## config.mk

```make
export PLATFORM = sky130hd
export DESIGN_NAME = sum_checked_frame_deframer_top
export DESIGN_NICKNAME = d
export VERILOG_FILES = /design/src/rtl/core/scfd_pkg.sv /design/src/rtl/core/sum_checked_frame_deframer_top.sv /design/src/rtl/core/scfd_parser.sv /design/src/rtl/core/scfd_out_reg.sv
export VERILOG_INCLUDE_DIRS = /design/src /design/src/rtl/core
export SDC_FILE = /design/constraint.sdc
export NUM_CORES = 1
export LEC_CHECK = 0
export ABC_AREA = 1
export BUFFER_PORTS_ARGS = -buffer_cell sky130_fd_sc_hd__clkbuf_2
export CELL_PAD_IN_SITES_DETAIL_PLACEMENT = 2
export CELL_PAD_IN_SITES_GLOBAL_PLACEMENT = 2
export CORE_UTILIZATION = 32
export DETAILED_ROUTE_END_ITERATION = 8
export GPL_TIMING_DRIVEN = 0
export PLACE_DENSITY = 0.8
export REMOVE_ABC_BUFFERS = 1
export SETUP_SLACK_MARGIN = 0.05
export SKIP_CTS_REPAIR_TIMING = 1
export SLEW_MARGIN = 0
export SYNTH_ARGS = -nofsm -noshare
export SYNTH_HDL_FRONTEND = slang
export SYNTH_SLANG_ARGS = --single-unit
```

## constraint.sdc

```tcl
create_clock -name clock -period 5.5 [get_ports clock]
set_input_delay 0.275 -clock clock [delete_from_list [all_inputs] [get_ports clock]]
set_output_delay 0.275 -clock clock [all_outputs]
set_load 0.05 [all_outputs]
```

## src/rtl/core/sum_checked_frame_deframer_top_defines.svh

```systemverilog
// ----------------------------------------------------------------------------
// Sum-checked frame deframer: assertion macros
// Shared property wrappers; they compile away when SYNTHESIS is defined.
// ----------------------------------------------------------------------------
`ifndef SUM_CHECKED_FRAME_DEFRAMER_TOP_DEFINES_SVH
`define SUM_CHECKED_FRAME_DEFRAMER_TOP_DEFINES_SVH

`ifndef SYNTHESIS

// same-cycle implication
`define SCFD_ASSERT_NOW(lbl, ante, cons, msg) \
   lbl: assert property (@(posedge clock) disable iff (reset) (ante) |-> (cons)) \
      else $error(msg);

// next-cycle implication
`define SCFD_ASSERT_NEXT(lbl, ante, cons, msg) \
   lbl: assert property (@(posedge clock) disable iff (reset) (ante) |=> (cons)) \
      else $error(msg);

`else

`define SCFD_ASSERT_NOW(lbl, ante, cons, msg)
`define SCFD_ASSERT_NEXT(lbl, ante, cons, msg)

`endif

`endif

```

## src/rtl/core/scfd_pkg.sv

```systemverilog
// ----------------------------------------------------------------------------
// Sum-checked frame deframer package
// Widths, protocol codes, parse phases and the result word layout.
// ----------------------------------------------------------------------------
package scfd_pkg;

   localparam int RX_W     = 8;
   localparam int SC_W     = 14;
   localparam int IDX_W    = 14;
   localparam int VAL_W    = 12;
   localparam int TDATA_W  = 56;
   localparam int TUSER_W  = 1;

   localparam int          SPP_DEFAULT = 32;
   localparam logic [SC_W-1:0] SC_RESET = 14'd512;

   localparam logic [RX_W-1:0] HDR_BYTE    = 8'h68;
   localparam logic [RX_W-1:0] CMD_SAMPLES = 8'h03;
   localparam logic [RX_W-1:0] SHORT_CODE  = 8'h03;
   localparam logic [RX_W-1:0] LEN_SHORT   = 8'h01;

   typedef enum logic [2:0] {
      PH_HUNT,
      PH_CMD,
      PH_SEQ,
      PH_LEN,
      PH_PAYLOAD,
      PH_CHECK
   } phase_type;

   typedef enum logic [1:0] {
      ST_OK,
      ST_BAD_SUM,
      ST_SHORT
   } status_type;

   typedef enum logic {
      KIND_SAMPLE,
      KIND_REPORT
   } kind_type;

   typedef struct packed {
      logic                    valid;
      kind_type                kind;
      logic [IDX_W-1:0]        index;
      logic signed [VAL_W-1:0] value;
      logic [RX_W-1:0]         command;
      logic [RX_W-1:0]         sequence_no;
      logic [RX_W-1:0]         length;
      status_type              status;
      logic                    final_pack;
   } result_type;

endpackage

```

## src/rtl/core/sum_checked_frame_deframer_top.sv

```systemverilog
// ----------------------------------------------------------------------------
// Sum-checked frame deframer
// Byte-stream deframer: header 0x68, command, sequence, length, payload and
// sum-mod-256 checksum; decodes command-3 samples and reports each frame.
//
//   channel  dir  payload
//   req_     in   tdata[7:0] rx_byte
//   rsp_     out  tdata: index, value, command, sequence, length, status, final
//                 tuser[0]: item kind (0 sample, 1 frame report)
//   csr_     in   data[13:0] sample_count
//
// One word per cycle in while req_tready is high, at most one result per word, registered and shown the cycle after.
// The result register decouples the sides: req_tready drops only while a
// result is held and rsp_tready is low.
// Synchronous active-high reset; sample_count resets to 512.
// ----------------------------------------------------------------------------
module sum_checked_frame_deframer_top #(
   parameter int SAMPLES_PER_PACK = scfd_pkg::SPP_DEFAULT
) (
   input  logic                          clock,
   input  logic                          reset,
   input  logic                          req_tvalid,
   output logic                          req_tready,
   input  logic [scfd_pkg::RX_W-1:0]     req_tdata,   // [7:0] rx_byte
   output logic                          rsp_tvalid,
   input  logic                          rsp_tready,
   // [13:0] sample_index, [25:14] sample_value, [33:26] frame_command,
   // [41:34] frame_sequence, [49:42] frame_length, [51:50] frame_status,
   // [52] final_pack, [55:53] zero
   output logic [scfd_pkg::TDATA_W-1:0]  rsp_tdata,
   output logic [scfd_pkg::TUSER_W-1:0]  rsp_tuser,   // [0] item_kind
   input  logic                          csr_valid,
   output logic                          csr_ready,
   input  logic [scfd_pkg::SC_W-1:0]     csr_data     // [13:0] sample_count
);
   import scfd_pkg::*;

   logic       byte_accept;
   logic       in_ready;
   result_type result;
   result_type item;

   assign req_tready  = in_ready;
   assign byte_accept = req_tvalid && in_ready;
   assign csr_ready   = 1'b1;

   scfd_parser #(
      .SAMPLES_PER_PACK (SAMPLES_PER_PACK)
   ) u_parser (
      .clock       (clock),
      .reset       (reset),
      .byte_accept (byte_accept),
      .rx_byte     (req_tdata),
      .csr_write   (csr_valid),
      .csr_value   (csr_data),
      .result      (result)
   );

   scfd_out_reg u_out_reg (
      .clock     (clock),
      .reset     (reset),
      .result    (result),
      .out_ready (rsp_tready),
      .out_valid (rsp_tvalid),
      .item      (item),
      .in_ready  (in_ready)
   );

   assign rsp_tdata = {3'b000, item.final_pack, item.status, item.length,
                       item.sequence_no, item.command, item.value, item.index};
   assign rsp_tuser = item.kind;

endmodule

```

## src/rtl/core/scfd_parser.sv

```systemverilog
// ----------------------------------------------------------------------------
// Frame parser
// Header hunt, field capture, running sum, sample decode and frame report.
// ----------------------------------------------------------------------------
module scfd_parser #(
   parameter int SAMPLES_PER_PACK = scfd_pkg::SPP_DEFAULT
) (
   input  logic                         clock,
   input  logic                         reset,
   input  logic                         byte_accept,
   input  logic [scfd_pkg::RX_W-1:0]    rx_byte,
   input  logic                         csr_write,
   input  logic [scfd_pkg::SC_W-1:0]    csr_value,
   output scfd_pkg::result_type         result
);
   import scfd_pkg::*;

`include "sum_checked_frame_deframer_top_defines.svh"

   localparam int BASE_W = RX_W + $clog2(SAMPLES_PER_PACK + 1);
   localparam int CMP_W  = (BASE_W > SC_W) ? BASE_W : SC_W;
   localparam logic [BASE_W-1:0] SPP = BASE_W'(SAMPLES_PER_PACK);

   phase_type         state_ff, state_in;
   logic [RX_W-1:0]   cmd_ff, cmd_in;
   logic [RX_W-1:0]   seq_ff, seq_in;
   logic [RX_W-1:0]   len_ff, len_in;
   logic [RX_W-1:0]   cnt_ff, cnt_in;
   logic [RX_W-1:0]   sum_ff, sum_in;
   logic [RX_W-1:0]   low_ff, low_in;
   logic [RX_W-1:0]   first_ff, first_in;
   logic [BASE_W-1:0] base_ff, base_in;
   logic [SC_W-1:0]   sc_ff, sc_in;

   logic [RX_W:0]     cnt_next;
   logic [RX_W-1:0]   sum_add;
   logic [BASE_W-1:0] base_top;
   logic [CMP_W-1:0]  idx_full;
   status_type        status;
   logic              last_pack;

   assign cnt_next = {1'b0, cnt_ff} + {{RX_W{1'b0}}, 1'b1};
   assign sum_add  = sum_ff + rx_byte;
   assign base_top = base_ff + SPP;
   assign idx_full = CMP_W'(base_ff) + CMP_W'(cnt_ff[RX_W-1:1]);

   // next phase
   always_comb begin
      state_in = state_ff;
      if (byte_accept) begin
         case (state_ff)
            PH_HUNT:    state_in = (rx_byte == HDR_BYTE) ? PH_CMD : PH_HUNT;
            PH_CMD:     state_in = PH_SEQ;
            PH_SEQ:     state_in = PH_LEN;
            PH_LEN:     state_in = (rx_byte == '0) ? PH_CHECK : PH_PAYLOAD;
            PH_PAYLOAD: state_in = (cnt_next >= {1'b0, len_ff}) ? PH_CHECK : PH_PAYLOAD;
            PH_CHECK:   state_in = PH_HUNT;
            default:    state_in = PH_HUNT;
         endcase
      end
   end

   // field capture
   always_comb begin
      cmd_in   = cmd_ff;
      seq_in   = seq_ff;
      len_in   = len_ff;
      cnt_in   = cnt_ff;
      sum_in   = sum_ff;
      low_in   = low_ff;
      first_in = first_ff;
      base_in  = base_ff;
      sc_in    = csr_write ? csr_value : sc_ff;
      if (byte_accept) begin
         case (state_ff)
            PH_HUNT: begin
               if (rx_byte == HDR_BYTE) begin
                  sum_in = HDR_BYTE;
               end
            end
            PH_CMD: begin
               cmd_in = rx_byte;
               sum_in = sum_add;
            end
            PH_SEQ: begin
               seq_in  = rx_byte;
               sum_in  = sum_add;
               base_in = BASE_W'(rx_byte) * SPP;
            end
            PH_LEN: begin
               len_in   = rx_byte;
               sum_in   = sum_add;
               cnt_in   = '0;
               first_in = '0;
               low_in   = '0;
            end
            PH_PAYLOAD: begin
               sum_in = sum_add;
               cnt_in = cnt_next[RX_W-1:0];
               if (cnt_ff == '0) begin
                  first_in = rx_byte;
               end
               if (!cnt_ff[0]) begin
                  low_in = rx_byte;
               end
            end
            default: begin
            end
         endcase
      end
   end

   // frame report terms
   always_comb begin
      if (rx_byte != sum_ff) begin
         status = ST_BAD_SUM;
      end else if (cmd_ff == CMD_SAMPLES && len_ff == LEN_SHORT && first_ff == SHORT_CODE) begin
         status = ST_SHORT;
      end else begin
         status = ST_OK;
      end
      // seq == count / spp, or count == spp * (seq + 1)
      last_pack = (status == ST_OK) && (cmd_ff == CMD_SAMPLES) &&
                  (CMP_W'(sc_ff) >= CMP_W'(base_ff)) &&
                  (CMP_W'(sc_ff) <= CMP_W'(base_top));
   end

   // result word
   always_comb begin
      result = '0;
      case (state_ff)
         PH_PAYLOAD: begin
            if (cnt_ff[0] && cmd_ff == CMD_SAMPLES) begin
               result.valid = byte_accept;
               result.kind  = KIND_SAMPLE;
               result.index = idx_full[IDX_W-1:0];
               result.value = {rx_byte[3:0], low_ff};
            end
         end
         PH_CHECK: begin
            result.valid       = byte_accept;
            result.kind        = KIND_REPORT;
            result.command     = cmd_ff;
            result.sequence_no = seq_ff;
            result.length      = len_ff;
            result.status      = status;
            result.final_pack  = last_pack;
         end
         default: begin
         end
      endcase
   end

   always_ff @(posedge clock) begin
      if (reset) begin
         state_ff <= PH_HUNT;
         cmd_ff   <= '0;
         seq_ff   <= '0;
         len_ff   <= '0;
         cnt_ff   <= '0;
         sum_ff   <= '0;
         low_ff   <= '0;
         first_ff <= '0;
         sc_ff    <= SC_RESET;
      end else begin
         state_ff <= state_in;
         cmd_ff   <= cmd_in;
         seq_ff   <= seq_in;
         len_ff   <= len_in;
         cnt_ff   <= cnt_in;
         sum_ff   <= sum_in;
         low_ff   <= low_in;
         first_ff <= first_in;
         sc_ff    <= sc_in;
      end
   end

   always_ff @(posedge clock) begin
      base_ff <= base_in;
   end

   `SCFD_ASSERT_NEXT(a_check_returns_to_hunt, byte_accept && state_ff == PH_CHECK, state_ff == PH_HUNT, "frame end did not return to header hunt")
   `SCFD_ASSERT_NOW(a_sample_needs_cmd3, result.valid && result.kind == KIND_SAMPLE, cmd_ff == CMD_SAMPLES && state_ff == PH_PAYLOAD, "sample outside a command-3 payload")
   `SCFD_ASSERT_NOW(a_final_only_ok, result.valid && result.final_pack, result.status == ST_OK && result.kind == KIND_REPORT, "final pack flagged on a bad frame")

endmodule

```

## src/rtl/core/scfd_out_reg.sv

```systemverilog
// ----------------------------------------------------------------------------
// Result register
// One-entry output register; frees the input side as soon as it drains.
// ----------------------------------------------------------------------------
module scfd_out_reg (
   input  logic                 clock,
   input  logic                 reset,
   input  scfd_pkg::result_type result,
   input  logic                 out_ready,
   output logic                 out_valid,
   output scfd_pkg::result_type item,
   output logic                 in_ready
);
   import scfd_pkg::*;

`include "sum_checked_frame_deframer_top_defines.svh"

   logic       valid_ff, valid_in;
   result_type item_ff;

   assign in_ready  = !valid_ff || out_ready;
   assign valid_in  = result.valid || (valid_ff && !out_ready);
   assign out_valid = valid_ff;
   assign item      = item_ff;

   always_ff @(posedge clock) begin
      if (reset) begin
         valid_ff <= 1'b0;
      end else begin
         valid_ff <= valid_in;
      end
   end

   always_ff @(posedge clock) begin
      if (result.valid) begin
         item_ff <= result;
      end
   end

   `SCFD_ASSERT_NOW(a_no_load_when_full, valid_ff && !out_ready, !result.valid, "new word while result register is stalled")
   `SCFD_ASSERT_NEXT(a_load_shows, result.valid, valid_ff, "loaded word not presented")
   `SCFD_ASSERT_NOW(a_report_clean, valid_ff && item_ff.kind == KIND_REPORT, item_ff.index == '0 && item_ff.value == '0, "frame report carries sample fields")

endmodule
```

---- After elaboration in Yosys (flattened, before gate mapping) ----
Index checks and enable logic that the tools add are counted.
operators by class
  add/sub/neg operators ................... 4
  order comparisons ....................... 3
  equal/unequal tests ..................... 13
  multiplexer cells ....................... 15
  reduce and logical (&&, ||, !) cells .... 27
operators by type and width
  kind                                                   number
  case mux 8 bit (2 select lines)                        4
  2-to-1 mux 28 bit                                      1
  2-to-1 mux 8 bit                                       3
  == test 8 x 2 -> 1 bit, second input constant          2
  zero test 8 bit                                        2
  case mux 3 bit (5 select lines)                        1
  adder 13 x 6 -> 14 bit, second input constant          1
  adder 13 x 7 -> 14 bit                                 1
  greater-or-equal comparator 14 x 13 -> 1 bit           1
  less-or-equal comparator 14 bit                        1
  AND reduction 2 bit                                    5
  adder 8 x 1 -> 9 bit, second input constant            1
  greater-or-equal comparator 9 x 8 -> 1 bit             1
  AND reduction 3 bit                                    3
  adder 8 bit                                            1
  == test 8 x 1 -> 1 bit, second input constant          1
  == test 8 x 7 -> 1 bit, second input constant          1
  logical AND 1 bit                                      8
  inequality test 8 bit                                  1
  == test 3 x 2 -> 1 bit, second input constant          2
  == test 3 bit, second input constant                   2
  2-to-1 mux 2 bit                                       2
  inequality test 2 x 1 -> 1 bit, second input constant  2
  case mux 2 bit (2 select lines)                        1
  other kinds (9)                                        14
storage, ports and cells
  register bits after elaboration ......... 136
  input port bits ......................... 27
  output and inout port bits .............. 60
  word-level logic and storage cells ...... 81

---- Logic depth before layout (Yosys ltp) ----
  depth in word-level cells ............... 9
  depth in mapped cells ................... 17
  mapped depth without buffers ............ 17

---- Cells and area by module ----
From an unflattened synthesis, not the netlist that was laid out.
second synthesis, totals
  cells, all modules ...................... 726
  area total of the unflattened synthesis .. 6414.9 um^2
by module, submodules not included
  module                          instances  cells an instance  area an instance (um^2)  seq. area each (um^2)
  scfd_parser                     1          657                4694.5                   1701.6
  scfd_out_reg                    1          61                 1675.4                   1641.6
  sum_checked_frame_deframer_top  1          8                  45.0                     0.0

---- Worst setup path after synthesis ----
OpenSTA, ideal clock, no wires.
  path type ............................... register to register
  start ................................... reg u_out_reg.valid_ff, in the netlist u_out_reg.out_valid
  end ..................................... reg u_out_reg.item_ff, in the netlist u_out_reg.item[0], enable pin
  library setup time ...................... 0.408 ns
  arrival ................................. 2.452 ns
  data required time ...................... 5.092 ns
  path slack .............................. 2.640 ns
  stages on the path, launching flop included .. 6
  path buffers ............................ 0
  clock period less this slack ............ 2.860 ns
  path through ............................ dfxtp_1 nand2_1 nand2_4 inv_1 o21ai_0 inv_1
RTL lines
  what                    RTL line            source
  start, declared         scfd_out_reg.sv:18  logic valid_ff, valid_in;
  start signal, assigned  scfd_out_reg.sv:30  valid_ff <= valid_in;
  end signal, assigned    scfd_out_reg.sv:36  item_ff <= result;
  end, declared           scfd_out_reg.sv:19  result_type item_ff;

---- Final worst setup path ----
  start ................................... reg u_parser.base_ff[7]
  end ..................................... reg u_out_reg.item_ff, in the netlist u_out_reg.item[0], data pin
between the ends
  word-level cells in the longest chain between the ends .. 3
  elaborated cells on any way between the ends .. 5
  those cells by class .................... add/sub (1); order compare (2); reduce/logical (2)
ends and longest elaborated chain
  what                                                                                    RTL line                                source
  start, declared                                                                         scfd_parser.sv:32                       logic [BASE_W-1:0] base_ff, base_in;
  start signal, assigned                                                                  scfd_parser.sv:179                      base_ff <= base_in;
  adder 13 x 6 -> 14 bit or greater-or-equal comparator 14 x 13 -> 1 bit (tied branches)  scfd_parser.sv:44, scfd_parser.sv:124
  less-or-equal comparator 14 bit or logical AND 1 bit (tied branches)                    scfd_parser.sv:125, scfd_parser.sv:123
  logical AND 1 bit (*)                                                                   scfd_parser.sv:124                      (CMP_W'(sc_ff) >= CMP_W'(base_ff)) &&
Every way passes the cells marked *; elsewhere a longest branch is shown, timed or not.
A chain may end at the register's enable or synchronous reset.

==> run metrics <==
GPL Wtd Cong 0.777; slowest stage cell, crit path edfxtp_1; total track usage 20.0%; clock buffer depth 2; post-synth top area cell edfxtp_1; Clock Skew 0.00589 ns; Via Count 5334; drt pass-1 iters 4; Worst Max-Slew Pin Slew 1.01 ns; Seq cells post-synth 136; HPWL Detailed 13900 um; reg2reg path depth 12; max_cap viols 0; flop-to-flop setup slack 2.74 ns; Crit Reg-Reg Endpoint u_out_reg.item[0]$_SDFFCE_PN0P_; Cells after Synth 724; yosys synthesis warning count 0; H-tree depth 4; CTS root buf clkbuf_16; leakage dissipation about 0.0033 uW; register area share after synthesis 52.1%; DRC viols 0; Final setup viols 0; row count between 50 and 60; CP bufs+invs 2; Ports just under 90; main area contributors after synthesis edfxtp_1 (29%), dfxtp_1 (23%), ha_1 (7.2%); Reg clk slew, reported paths 0.06 ns; Worst Setup Path Type reg -> reg; Final Hold Viols 0; largest net degree at the start of global routing 55; tightest slew margin relative to the limit 32.9%; Yosys top cell area share 29.0%; Crit path required time 5.68 ns; Synth cell types 39; drt via density roughly 4.9; CTS tree yes; Routed Antenna Nets 0; die area 20600 um2; synthesis-to-layout area growth 19.9%; core area 19500 um2; worst path cell trace inv_1 -> nor3_1 -> nand3_1 -> xor2_1 -> ha_1 -> nand2_1 -> nor2_1 -> inv_1 -> o31ai_1 -> o41ai_1 -> nand2_1 -> nor2_1; Hold/Removal Path Class in -> reg; first-pass GRT wire length 30400 um; Slew Limit Fails 0; I/O Buffers 82; Layout Nets about 870; Mapped Area about 6400 um2; Avg Cell Area, Syn 8.86 um2; critical path depth 12; RSZ-0062 raised after global routing no; CTS Sinks 136; post-route setup TNS 0 ns; Crit Path Max Fanout 6; most common cell after layout, fill and taps aside inv_1; Critical Path AT 2.94 ns; share of layout cells above drive strength 1 between 15 and 20%; die width 144 um; height of the die 144 um; EDFF count, synth 62; crit path to u_out_reg.item[0]$_SDFFCE_PN0P_; Critical Path End Type register; Num CTS Buffers 17; Power Density 305 nW/um2; Diodes inserted 0; Clock Latency Late Sink roughly 0.43 ns; GR Overflow Total 0; CP max stage delay 0.47 ns; most frequent cells in the layout inv_1 (99), nor2_1 (96), a21oi_1 (90), clkbuf_2 (82), nand2_1 (78); ys async rst share 0%; Initial DRC Count 201; Top delay family on crit path simple AND/OR/NAND/NOR gates; routed wire length 19400 um; reg2reg start u_parser.base_ff[7]$_DFFE_PP_; CP startpoint u_parser.base_ff[7]$_DFFE_PP_; top_reg_cell synth dfxtp_1; Tcrit/Tclk final 50.2%; vias in the first global route between 5000 and 6000; Max Freq 362 MHz; fin cells 1084; Cells after DPL 1052; Tmin final 2.76 ns; Peak VDD IR 0.000181 V; Startpoint Class register; Avg WL per Cell 17.9 um; Starting Density 32.9%; initial antenna violation count 0; status complete, no violations
[power breakdown]
group | switching (uW) | total, uW | internal [uW]
clock network | 441 | 1190 | 753
registers | 5.74 | 1060 | 1060
logic | 63.5 | 90.9 | 27.4
total | 510 | 2350 | 1840
[metrics by stage]
stage	power [uW]	hold WS (ns)	util [%]	setup WS, ns	instance area [um2]
CTS	2370	0.0751	39.4	2.77	7690
detailed placement	1170	0.456	36.2	2.80	7070
global placement	1170	0.446	36.1	1.97	7050
finish	2350	0.0798	39.4	2.74	7690
floorplan	1130	0.344	-	2.64	6300
global route	2420	0.0932	39.4	2.50	7690
[flip-flops by register name, indices dropped and copies added (netlist names)]
register / count
u_out_reg.item: 54
u_parser.sc_ff: 14
u_parser.base_ff: 8
u_parser.cmd_ff: 8
u_parser.cnt_ff: 8
u_parser.first_ff: 8
u_parser.len_ff: 8
u_parser.low_ff: 8
u_parser.seq_ff: 8
u_parser.sum_ff: 8
u_parser.state_ff: 3
u_out_reg.out_valid: 1
[cells in the mapped netlist, types with 2 or more instances]
cell type  instances
inv_1            101
nor2_1            97
a21oi_1           90
nand2_1           78
dfxtp_1           74
edfxtp_1          62
o21ai_0           58
ha_1              37
nand3_1           25
nand4_1           14
xor2_1            14
clkbuf_1          11
nor3_1             8
inv_2              7
nor4_1             6
buf_2              5
buf_4              4
o21ai_1            4
a21o_1             2
buf_6              2
conb_1             2
fa_1               2
nor2_2             2
nor2_4             2
nor2_8             2
o31ai_1            2
[routing by layer]
| metal | vias up | wire, um | global-route usage [%] |
|---|---|---|---|
| met5 | - | 0 | 0 |
| met4 | 0 | 338 | 7.28 |
| met3 | 27 | 547 | 4.53 |
| met2 | 91 | 9800 | 34.7 |
| met1 | 2644 | 8700 | 24.1 |
| li1 | 2572 | - | - |
[logic make-up (layout without fill, tap and decap cells)]
family	Yosys count	count (layout)	share of synthesized area (%)
buf+inv	132	225	8.33
simple gates	240	240	16.7
flops	136	136	52.1
fa+ha+maj	39	39	7.84
other cells	2	4	0.117
xor+xnor	15	15	2.05
compound gates	160	160	12.9
[worst min path at each step]
stage,start,to,cells after the start,slack [ns]
floorplan,reset,u_out_reg.out_valid$_SDFF_PP0_,1,0.34
global placement,u_parser.first_ff[5]$_SDFFE_PP0P_,u_parser.first_ff[5]$_SDFFE_PP0P_,2,0.45
detailed placement,u_parser.first_ff[4]$_SDFFE_PP0P_,u_parser.first_ff[4]$_SDFFE_PP0P_,2,0.46
CTS,csr_data[12],u_parser.sc_ff[12]$_SDFFE_PP0P_,3,0.08
global route,csr_data[10],u_parser.sc_ff[10]$_SDFFE_PP0P_,3,0.09
finish,csr_data[12],u_parser.sc_ff[12]$_SDFFE_PP0P_,3,0.08
[worst reg2reg max path: stages, from the launching register on]
cell	delay (ns)
edfxtp_1	0.47
inv_1	0.18
nor3_1	0.39
nand3_1	0.17
xor2_1	0.18
ha_1	0.31
nand2_1	0.08
nor2_1	0.18
inv_1	0.06
o31ai_1	0.23
o41ai_1	0.12
nand2_1	0.11
nor2_1	0.05
[area by class of cell]
class                      count  area, um2
clock inverter                 5       52.6
clock buffer                  27        568
fill                        2234      11800
multi-input combinational    458       2550
inverter                     110        415
tap                          265        332
sequential                   136       3340
timing repair buffer          83        430
No activity file was read; power rests on OpenSTA's default activity.
